$ cat src/rtl/i2c_seq_pkg.sv
// ----------------------------------------------------------------------------
// i2c_seq_pkg
// Shared types and constants of the two-bus I2C master bit sequencer.
// ----------------------------------------------------------------------------
package i2c_seq_pkg;

    localparam int unsigned DATA_BITS      = 8;
    localparam int unsigned HALF_W         = 16;
    localparam int unsigned HALF_RESET     = 10;
    localparam int unsigned STEP_W         = 3;
    localparam int unsigned BIT_CNT_W      = 4;

    typedef enum logic [2:0] {
        OP_TICK  = 3'd0,
        OP_START = 3'd1,
        OP_STOP  = 3'd2,
        OP_WRITE = 3'd3,
        OP_READ  = 3'd4,
        OP_ACK   = 3'd5,
        OP_NACK  = 3'd6
    } opcode_t;

    typedef logic [HALF_W-1:0]    half_t;
    typedef logic [DATA_BITS-1:0] byte_t;
    typedef logic [STEP_W-1:0]    step_t;
    typedef logic [BIT_CNT_W-1:0] bit_cnt_t;

endpackage

$ cat src/rtl/i2c_seq_if.sv
// ----------------------------------------------------------------------------
// i2c_seq_if
// Item channels of the sequencer: command/tick items in, status items out.
// ----------------------------------------------------------------------------
interface i2c_seq_cmd_if
    import i2c_seq_pkg::*;
();
    logic    valid;
    logic    ready;
    logic [2:0] opcode;
    logic    bus_select;
    byte_t   write_byte;
    logic    sda_in_bus0;
    logic    sda_in_bus1;

    modport source (output valid, opcode, bus_select, write_byte, sda_in_bus0, sda_in_bus1,
                    input ready);
    modport sink   (input valid, opcode, bus_select, write_byte, sda_in_bus0, sda_in_bus1,
                    output ready);
endinterface

interface i2c_seq_res_if
    import i2c_seq_pkg::*;
();
    logic    valid;
    logic    ready;
    logic    scl_bus0;
    logic    sda_bus0;
    logic    scl_bus1;
    logic    sda_bus1;
    logic    busy_res;
    logic    done_res;
    logic    ack_seen;
    byte_t   read_data;
    logic    rejected;

    modport source (output valid, scl_bus0, sda_bus0, scl_bus1, sda_bus1, busy_res,
                    done_res, ack_seen, read_data, rejected,
                    input ready);
    modport sink   (input valid, scl_bus0, sda_bus0, scl_bus1, sda_bus1, busy_res,
                    done_res, ack_seen, read_data, rejected,
                    output ready);
endinterface

$ cat src/rtl/i2c_master_bit_sequencer.sv
// ----------------------------------------------------------------------------
// i2c_master_bit_sequencer
// Master bit sequencer for two I2C buses: start, stop, write byte, read byte,
// ack and nack sequences stepped by tick items, one status item per input.
//
//   channel    dir   handshake      carries
//   cmd        in    valid/ready    opcode, bus_select, write_byte, sda levels
//   res        out   valid/ready    scl/sda drive, busy, done, ack, data, reject
//   cfg        in    write enable   half_period_ticks
//
// one item per cycle unless res stalls; each item's status is registered and appears in the cycle after acceptance
// the output register frees cmd.ready whenever the result is taken or empty
// a stall on res holds cmd.ready low until the waiting item is taken
// reset: lines released, idle, half period 10 ticks
// ----------------------------------------------------------------------------
module i2c_master_bit_sequencer
    import i2c_seq_pkg::*;
(
    input  logic                clk,
    input  logic                rst_n,
    i2c_seq_cmd_if.sink         cmd,
    i2c_seq_res_if.source       res,
    input  logic                cfg_write_en,
    input  logic [HALF_W-1:0]   cfg_write_data
);

    half_t    half_reg;
    step_t    step_reg,   step_next;
    half_t    tick_reg,   tick_next;
    byte_t    shift_reg,  shift_next;
    bit_cnt_t bits_reg,   bits_next;
    opcode_t  cmd_reg,    cmd_next;
    logic     bus_reg,    bus_next;
    logic [3:0] line_reg, line_next;
    logic     ack_reg,    ack_next;
    byte_t    rdata_reg,  rdata_next;

    logic     res_valid_reg;
    logic     done_reg,   done_next;
    logic     rej_reg,    rej_next;

    logic     accept;
    logic     busy;
    logic     do_step;
    logic     seq_end;
    logic     sda_now;
    half_t    hold;

    assign cmd.ready = !res_valid_reg || res.ready;
    assign accept    = cmd.valid && cmd.ready;
    assign busy      = (cmd_reg != OP_TICK);
    assign hold      = (half_reg == '0) ? half_t'(1) : half_reg;

    always_comb
    begin
        step_next  = step_reg;
        tick_next  = tick_reg;
        shift_next = shift_reg;
        bits_next  = bits_reg;
        cmd_next   = cmd_reg;
        bus_next   = bus_reg;
        line_next  = line_reg;
        ack_next   = ack_reg;
        rdata_next = rdata_reg;
        done_next  = 1'b0;
        rej_next   = 1'b0;
        do_step    = 1'b0;
        seq_end    = 1'b0;
        sda_now    = 1'b0;

        if (accept)
        begin
            case (cmd.opcode)
                OP_TICK:
                begin
                    if (busy)
                    begin
                        tick_next = tick_reg + half_t'(1);
                        if (tick_next >= hold)
                        begin
                            do_step = 1'b1;
                            sda_now = bus_reg ? cmd.sda_in_bus1 : cmd.sda_in_bus0;
                        end
                    end
                end
                OP_START, OP_STOP, OP_WRITE, OP_READ, OP_ACK, OP_NACK:
                begin
                    if (busy)
                    begin
                        rej_next = 1'b1;
                    end
                    else
                    begin
                        cmd_next  = opcode_t'(cmd.opcode);
                        bus_next  = cmd.bus_select;
                        step_next = '0;
                        bits_next = '0;
                        do_step   = 1'b1;
                        if (cmd.opcode == OP_WRITE)
                        begin
                            shift_next = cmd.write_byte;
                        end
                        else if (cmd.opcode == OP_READ)
                        begin
                            shift_next = '0;
                        end
                    end
                end
                default:
                begin
                    // reserved opcode, no effect
                end
            endcase
        end

        if (do_step)
        begin
            tick_next = '0;
            case (cmd_next)
                OP_START:
                begin
                    if (step_next == step_t'(0))
                    begin
                        line_next[{bus_next, 1'b1}] = 1'b1;
                        line_next[{bus_next, 1'b0}] = 1'b1;
                        step_next = step_t'(1);
                    end
                    else if (step_next == step_t'(1))
                    begin
                        line_next[{bus_next, 1'b1}] = 1'b0;
                        line_next[{bus_next, 1'b0}] = 1'b0;
                        step_next = step_t'(2);
                    end
                    else
                    begin
                        seq_end = 1'b1;
                    end
                end
                OP_STOP:
                begin
                    if (step_next == step_t'(0))
                    begin
                        line_next[{bus_next, 1'b1}] = 1'b0;
                        line_next[{bus_next, 1'b0}] = 1'b1;
                        step_next = step_t'(1);
                    end
                    else
                    begin
                        line_next[{bus_next, 1'b1}] = 1'b1;
                        seq_end = 1'b1;
                    end
                end
                OP_ACK:
                begin
                    if (step_next == step_t'(0))
                    begin
                        line_next[{bus_next, 1'b1}] = 1'b0;
                        line_next[{bus_next, 1'b0}] = 1'b1;
                        step_next = step_t'(1);
                    end
                    else if (step_next == step_t'(1))
                    begin
                        line_next[{bus_next, 1'b0}] = 1'b0;
                        step_next = step_t'(2);
                    end
                    else
                    begin
                        line_next[{bus_next, 1'b1}] = 1'b1;
                        seq_end = 1'b1;
                    end
                end
                OP_NACK:
                begin
                    if (step_next == step_t'(0))
                    begin
                        line_next[{bus_next, 1'b1}] = 1'b1;
                        line_next[{bus_next, 1'b0}] = 1'b1;
                        step_next = step_t'(1);
                    end
                    else if (step_next == step_t'(1))
                    begin
                        line_next[{bus_next, 1'b0}] = 1'b0;
                        step_next = step_t'(2);
                    end
                    else
                    begin
                        seq_end = 1'b1;
                    end
                end
                OP_WRITE:
                begin
                    if (step_next == step_t'(0))
                    begin
                        line_next[{bus_next, 1'b1}] = shift_next[DATA_BITS-1];
                        line_next[{bus_next, 1'b0}] = 1'b1;
                        step_next = step_t'(1);
                    end
                    else if (step_next == step_t'(1))
                    begin
                        line_next[{bus_next, 1'b0}] = 1'b0;
                        shift_next = {shift_next[DATA_BITS-2:0], 1'b0};
                        bits_next  = bits_next + bit_cnt_t'(1);
                        step_next  = (bits_next < bit_cnt_t'(DATA_BITS)) ? step_t'(0)
                                                                         : step_t'(2);
                    end
                    else if (step_next == step_t'(2))
                    begin
                        line_next[{bus_next, 1'b1}] = 1'b1;
                        line_next[{bus_next, 1'b0}] = 1'b1;
                        step_next = step_t'(3);
                    end
                    else if (step_next == step_t'(3))
                    begin
                        ack_next = !sda_now;
                        line_next[{bus_next, 1'b0}] = 1'b0;
                        step_next = step_t'(4);
                    end
                    else
                    begin
                        seq_end = 1'b1;
                    end
                end
                OP_READ:
                begin
                    if (step_next == step_t'(0))
                    begin
                        line_next[{bus_next, 1'b1}] = 1'b1;
                        line_next[{bus_next, 1'b0}] = 1'b1;
                        step_next = step_t'(1);
                    end
                    else if (step_next == step_t'(1))
                    begin
                        line_next[{bus_next, 1'b0}] = 1'b1;
                        step_next = step_t'(2);
                    end
                    else if (step_next == step_t'(2))
                    begin
                        shift_next = {shift_next[DATA_BITS-2:0], sda_now};
                        line_next[{bus_next, 1'b1}] = 1'b1;
                        line_next[{bus_next, 1'b0}] = 1'b0;
                        bits_next  = bits_next + bit_cnt_t'(1);
                        step_next  = (bits_next < bit_cnt_t'(DATA_BITS)) ? step_t'(1)
                                                                         : step_t'(3);
                    end
                    else
                    begin
                        rdata_next = shift_next;
                        seq_end    = 1'b1;
                    end
                end
                default:
                begin
                    seq_end = 1'b1;
                end
            endcase
        end

        if (seq_end)
        begin
            cmd_next  = OP_TICK;
            step_next = '0;
            tick_next = '0;
            done_next = 1'b1;
        end
    end

    always_ff @(posedge clk or negedge rst_n)
    begin
        if (!rst_n)
        begin
            half_reg      <= half_t'(HALF_RESET);
            step_reg      <= '0;
            tick_reg      <= '0;
            shift_reg     <= '0;
            bits_reg      <= '0;
            cmd_reg       <= OP_TICK;
            bus_reg       <= 1'b0;
            line_reg      <= 4'hF;
            ack_reg       <= 1'b0;
            rdata_reg     <= '0;
            res_valid_reg <= 1'b0;
            done_reg      <= 1'b0;
            rej_reg       <= 1'b0;
        end
        else
        begin
            if (cfg_write_en)
            begin
                half_reg <= cfg_write_data;
            end
            if (accept)
            begin
                step_reg  <= step_next;
                tick_reg  <= tick_next;
                shift_reg <= shift_next;
                bits_reg  <= bits_next;
                cmd_reg   <= cmd_next;
                bus_reg   <= bus_next;
                line_reg  <= line_next;
                ack_reg   <= ack_next;
                rdata_reg <= rdata_next;
                done_reg  <= done_next;
                rej_reg   <= rej_next;
            end
            if (accept)
            begin
                res_valid_reg <= 1'b1;
            end
            else if (res.ready)
            begin
                res_valid_reg <= 1'b0;
            end
        end
    end

    assign res.valid     = res_valid_reg;
    assign res.scl_bus0  = line_reg[0];
    assign res.sda_bus0  = line_reg[1];
    assign res.scl_bus1  = line_reg[2];
    assign res.sda_bus1  = line_reg[3];
    assign res.busy_res  = busy;
    assign res.done_res  = done_reg;
    assign res.ack_seen  = ack_reg;
    assign res.read_data = rdata_reg;
    assign res.rejected  = rej_reg;

    // a finished sequence leaves the block idle
    assert property (@(posedge clk) disable iff (!rst_n)
        res_valid_reg && done_reg |-> !busy)
        else $error("done reported while still busy");

    // a command is rejected only while a sequence is running
    assert property (@(posedge clk) disable iff (!rst_n)
        res_valid_reg && rej_reg |-> busy)
        else $error("rejection reported while idle");

    // idle means counters parked at zero
    assert property (@(posedge clk) disable iff (!rst_n)
        !busy |-> (step_reg == '0) && (tick_reg == '0))
        else $error("step or tick counter left running while idle");

    // a waiting result is held while the sink stalls
    assert property (@(posedge clk) disable iff (!rst_n)
        res_valid_reg && !res.ready |=> res_valid_reg && $stable(line_reg)
            && $stable(done_reg) && $stable(rdata_reg))
        else $error("result changed during output stall");

    // step index stays within the longest sequence
    assert property (@(posedge clk) disable iff (!rst_n)
        step_reg <= step_t'(4))
        else $error("step index out of range");

endmodule

$ cat src/flat_wrapper.sv
// flat-port wrapper written by rule: the top's interface ports become plain ports
module i2c_master_bit_sequencer_flat import i2c_seq_pkg::*;
  (clk, rst_n, cfg_write_en, cfg_write_data, cmd_valid, cmd_opcode, cmd_bus_select, cmd_write_byte, cmd_sda_in_bus0, cmd_sda_in_bus1, cmd_ready, res_valid, res_scl_bus0, res_sda_bus0, res_scl_bus1, res_sda_bus1, res_busy_res, res_done_res, res_ack_seen, res_read_data, res_rejected, res_ready);
  i2c_seq_cmd_if cmd_i ();
  i2c_seq_res_if res_i ();
  input  logic clk;
  input  logic rst_n;
  input  logic cfg_write_en;
  input  logic [HALF_W-1:0] cfg_write_data;
  input wire logic [$bits(cmd_i.valid)-1:0] cmd_valid;
  input wire logic [$bits(cmd_i.opcode)-1:0] cmd_opcode;
  input wire logic [$bits(cmd_i.bus_select)-1:0] cmd_bus_select;
  input wire logic [$bits(cmd_i.write_byte)-1:0] cmd_write_byte;
  input wire logic [$bits(cmd_i.sda_in_bus0)-1:0] cmd_sda_in_bus0;
  input wire logic [$bits(cmd_i.sda_in_bus1)-1:0] cmd_sda_in_bus1;
  output wire logic [$bits(cmd_i.ready)-1:0] cmd_ready;
  output wire logic [$bits(res_i.valid)-1:0] res_valid;
  output wire logic [$bits(res_i.scl_bus0)-1:0] res_scl_bus0;
  output wire logic [$bits(res_i.sda_bus0)-1:0] res_sda_bus0;
  output wire logic [$bits(res_i.scl_bus1)-1:0] res_scl_bus1;
  output wire logic [$bits(res_i.sda_bus1)-1:0] res_sda_bus1;
  output wire logic [$bits(res_i.busy_res)-1:0] res_busy_res;
  output wire logic [$bits(res_i.done_res)-1:0] res_done_res;
  output wire logic [$bits(res_i.ack_seen)-1:0] res_ack_seen;
  output wire logic [$bits(res_i.read_data)-1:0] res_read_data;
  output wire logic [$bits(res_i.rejected)-1:0] res_rejected;
  input wire logic [$bits(res_i.ready)-1:0] res_ready;
  assign cmd_i.valid = cmd_valid;
  assign cmd_i.opcode = cmd_opcode;
  assign cmd_i.bus_select = cmd_bus_select;
  assign cmd_i.write_byte = cmd_write_byte;
  assign cmd_i.sda_in_bus0 = cmd_sda_in_bus0;
  assign cmd_i.sda_in_bus1 = cmd_sda_in_bus1;
  assign cmd_ready = cmd_i.ready;
  assign res_valid = res_i.valid;
  assign res_scl_bus0 = res_i.scl_bus0;
  assign res_sda_bus0 = res_i.sda_bus0;
  assign res_scl_bus1 = res_i.scl_bus1;
  assign res_sda_bus1 = res_i.sda_bus1;
  assign res_busy_res = res_i.busy_res;
  assign res_done_res = res_i.done_res;
  assign res_ack_seen = res_i.ack_seen;
  assign res_read_data = res_i.read_data;
  assign res_rejected = res_i.rejected;
  assign res_i.ready = res_ready;
  i2c_master_bit_sequencer u_core (.clk(clk), .rst_n(rst_n), .cmd(cmd_i), .res(res_i), .cfg_write_en(cfg_write_en), .cfg_write_data(cfg_write_data));
endmodule
$ cat config.mk
export PLATFORM = sky130hd
export DESIGN_NAME = i2c_master_bit_sequencer_flat
export DESIGN_NICKNAME = d
export VERILOG_FILES = /design/src/rtl/i2c_seq_pkg.sv /design/src/rtl/i2c_seq_if.sv /design/src/rtl/i2c_master_bit_sequencer.sv /design/src/flat_wrapper.sv
export SDC_FILE = /design/constraint.sdc
export NUM_CORES = 1
export LEC_CHECK = 0
export BUFFER_PORTS_ARGS = -buffer_cell sky130_fd_sc_hd__clkbuf_2
export CAP_MARGIN = 20
export CORE_UTILIZATION = 40
export DETAILED_ROUTE_END_ITERATION = 16
export GPL_TIMING_DRIVEN = 1
export SYNTH_ARGS = -nofsm -noshare
export SYNTH_HDL_FRONTEND = slang
export SYNTH_SLANG_ARGS = --single-unit
$ cat constraint.sdc
create_clock -name clk -period 8.6 [get_ports clk]
set_input_delay 0.43 -clock clk [delete_from_list [all_inputs] [get_ports clk]]
set_output_delay 0.43 -clock clk [all_outputs]
set_load 0.03 [all_outputs]
==> metrics.log <==
INFO  metric outcome = complete, no violations
INFO  metric htree_num_levels = 3
INFO  metric worst_ep_required_time = between 8000 and 9000 ps
INFO  metric synthFlopType = dfrtp_1
INFO  metric final.period_utilization = approximately 52%
INFO  metric yosys_register_bits = 67
INFO  metric placed_area = ~0.0046 mm^2
INFO  metric drv_slew = 0
INFO  metric clkTransAtPathRegs = 70 ps
INFO  metric via_count = 3667
INFO  metric syn_area = 0.004315 mm^2
INFO  metric critical_path.startpoint = u_core.tick_reg[0]
INFO  metric io_pins = 53
INFO  metric worst_slew_pin_slew = about 880 ps
INFO  metric final.min_clock_period = around 4500 ps
INFO  metric number_of_antenna_repair_diodes = 0
INFO  metric clock_sinks = 67
INFO  metric grt_pass1_vias = ~3.6k
INFO  metric grt_overflow = 0
INFO  metric critical_path_peak_fanout = 15
INFO  metric holdCritPathClass = in -> async
INFO  metric antenna_violations_before_repair = 0
INFO  metric clock_insertion_delay_worst_skew = 350 ps
INFO  metric longest_clk_path_bufs = 2
INFO  metric cts_buffers = 9
INFO  metric final.setup_skew = about 12 ps
INFO  metric drt-initial-drc-count = 212
INFO  metric syn_avg_cell_area = 9.009 um^2
INFO  metric filler_cell_count = ~1.0k
INFO  metric synth-edff-count = 0
INFO  metric r2r_start = u_core.tick_reg[0]
INFO  metric vdd.ir_drop.worst = between 0.0001 and 0.00015 V
INFO  metric global_route.usage.met3 = 4.762%
INFO  metric routed_via_density = about 5.5
INFO  metric synthesis.nets = around 530
INFO  metric cts_post_setup_buffers_inserted = 0
INFO  metric yosys.area.top_type_share = between 30% and 40%
INFO  metric timing.max_cap.violations = 0
INFO  metric fp.dieH = between 100 and 150 um
INFO  metric global_route.usage.total = between 10% and 20%
INFO  metric areaGrowthSynthToFinish = 13.74%
INFO  metric startpoint_class_of_the_critical_path = flip-flop
INFO  metric proportion_of_layout_cells_with_a_drive_suffix_above_1 = between 10% and 20%
INFO  metric fp.dieW = 105.9 um
INFO  metric top_usage_layer = met2
INFO  metric gpl.final_weighted_congestion = about 0.9
INFO  metric total_power = between 1 and 1.5 mW
INFO  metric p_leak = roughly 2.3 nW
INFO  metric postRouteAntennaNets = 0
INFO  metric design.core.area = slightly above 0.01 mm^2
INFO  metric criticalPathCategory = reg -> reg
INFO  metric grt_pass1_wl = roughly 17000 um
INFO  metric synth_sequential_area_ratio = around two fifths
INFO  metric globalRouteMet2Util = 31.65%
INFO  metric use_met1 = approximately a quarter
INFO  metric cts.hold.buffers_added = 0
INFO  metric total_power_divided_by_cell_area = 248.1 mW/mm^2
INFO  metric post-synth-top-area-cell = dfrtp_1
INFO  metric clock_tree.root_cell = clkbuf_8
INFO  metric dr.pass1.iters = 5
INFO  metric most-common-layout-cells = nand2_1 (62), dfrtp_1 (61), nor2_1 (55)
INFO  metric setup-tns-final = 0 ps
INFO  metric timing.slew.headroom = 41.19%
INFO  metric cp.arrival = around 4700 ps
INFO  metric max_freq = 221.6 MHz
INFO  metric synth_cells = 479
INFO  metric synth.top_cells.by_area = dfrtp_1 (35%), nand2_1 (5.4%), ha_1 (5.2%)
INFO  metric floorplan.initialDensity = roughly two fifths
INFO  metric fp.dieArea = ~0.011 mm^2
INFO  metric nets = approximately 580
INFO  metric final_hold_viol_count = 0
INFO  metric finalSetupViolations = 0
INFO  metric final_design_area_no_fill = 0.004908 mm^2
INFO  metric drt_drc_violations_left = 0
INFO  metric drt-wirelength-per-cell = 15.44 um
INFO  metric routed_wl = just over 10000 um
INFO  metric cts-resized-gates = 0
INFO  metric cp-end-kind = flip-flop
INFO  metric tritoncts_clock_tree = built
INFO  metric layout.cells.most_common = nand2_1
INFO  metric buffer_ports.inserted = 52
INFO  metric synthesis.yosys.warnings = 0
INFO  metric maximum_number_of_pins_on_one_net_before_global_route_repair = 68
INFO  metric fp-row-count = 37
INFO  metric grt_setup_unrepaired = no
INFO  metric synth_async_sr_flop_share = 100.0%
INFO  metric place_hpwl = 7407 um
INFO  metric yosys.cell_types.count = a little over 70
==> synthesized netlist by cell type, types with 3 or more instances <==
cell / instances
xor2_1: 17
nand3_1: 12
ha_1: 18
buf_2: 6
a22o_1: 3
and3_1: 3
o21ai_1: 3
and2_1: 3
or3_1: 4
a21oi_1: 28
o22ai_1: 4
mux2_2: 4
nor3_1: 6
a211oi_2: 3
buf_4: 4
xnor2_1: 15
dfrtp_1: 61
a211oi_1: 3
a22oi_1: 10
o211ai_1: 4
o21a_1: 5
mux2i_1: 7
nor2_1: 55
inv_1: 22
clkbuf_1: 9
nand2_1: 62
o21ai_0: 27
nand3b_1: 3
dfstp_2: 6
nor4_1: 7
nand4_1: 5
a41o_1: 5
buf_6: 3
inv_2: 3
a21o_1: 3
==> critical path, cell delays in order, from the launching register on <==
cell      delay [ps]
dfrtp_1          410
nand3_1          190
nor4_1           600
nand3_1          250
nor2_1           300
nand3_1          130
xnor2_1          150
ha_1             340
nand4_1          150
nor4_1           380
a211oi_1         210
nor2_1           200
nor4b_4          690
mux2_2           410
==> final timing paths <==
path	end	slack (ps)	cells past startpoint
max reg2reg	u_core.res.read_data[7]	4090	13
min reg2reg	u_core.res.rejected	500	2
max in group asynchronous	u_core.res.read_data[7]	7740	2
max	u_core.res.read_data[7]	4090	13
min	u_core.half_reg[13]	250	2
min in group clk	u_core.half_reg[14]	290	3
==> cell families after synthesis <==
logic type | synth area share (%)
AND/OR/NAND/NOR | 19.66
XOR/XNOR | 6.495
multiplexers | 2.928
flip-flops | 39.03
AO/OA/AOI/OAI | 21.54
buffers and inverters | 5.132
adder cells (fa/ha/maj) | 5.219
==> area by class of cell <==
cell class / instances / area [um^2] / area share (%)
Clock buffer: 12 / 165.2 / 3.365
Tap cell: 136 / 170.2 / 3.467
Clock inverter: 4 / 95.09 / 1.937
Sequential cell: 67 / 1684 / 34.31
Inverter: 25 / 93.84 / 1.912
Timing Repair Buffer: 56 / 290.3 / 5.914
Multi-Input combinational cell: 365 / 2410 / 49.10
==> metal layers <==
layer	vias up	routed length [um]
met1	1721	4675
met3	14	628
li1	1801	-
met5	-	0
met4	0	138
met2	131	4825
==> power breakdown <==
group / internal [mW] / switching (mW) / leakage, nW
clock: 0.216 / 0.121 / 0.133
sequential: 0.368 / 0.0569 / 0.865
combinational: 0.171 / 0.284 / 1.29
total: 0.755 / 0.463 / 2.29
==> through the flow <==
step | cells | hold slack, ps | utilization [%] | setup slack, ps
final | 665 | 254.6 | 47.33 | 4086
after global routing | 665 | 285.7 | 47.33 | 3667
after CTS | 664 | 273.6 | 47.26 | 3640
after detailed placement | 648 | 476.4 | 44.75 | 3655
after global placement | 648 | 474.6 | 44.75 | 3834
after floorplan | 479 | 134.4 | - | 4785
No activity file was read; power rests on OpenSTA's default activity.
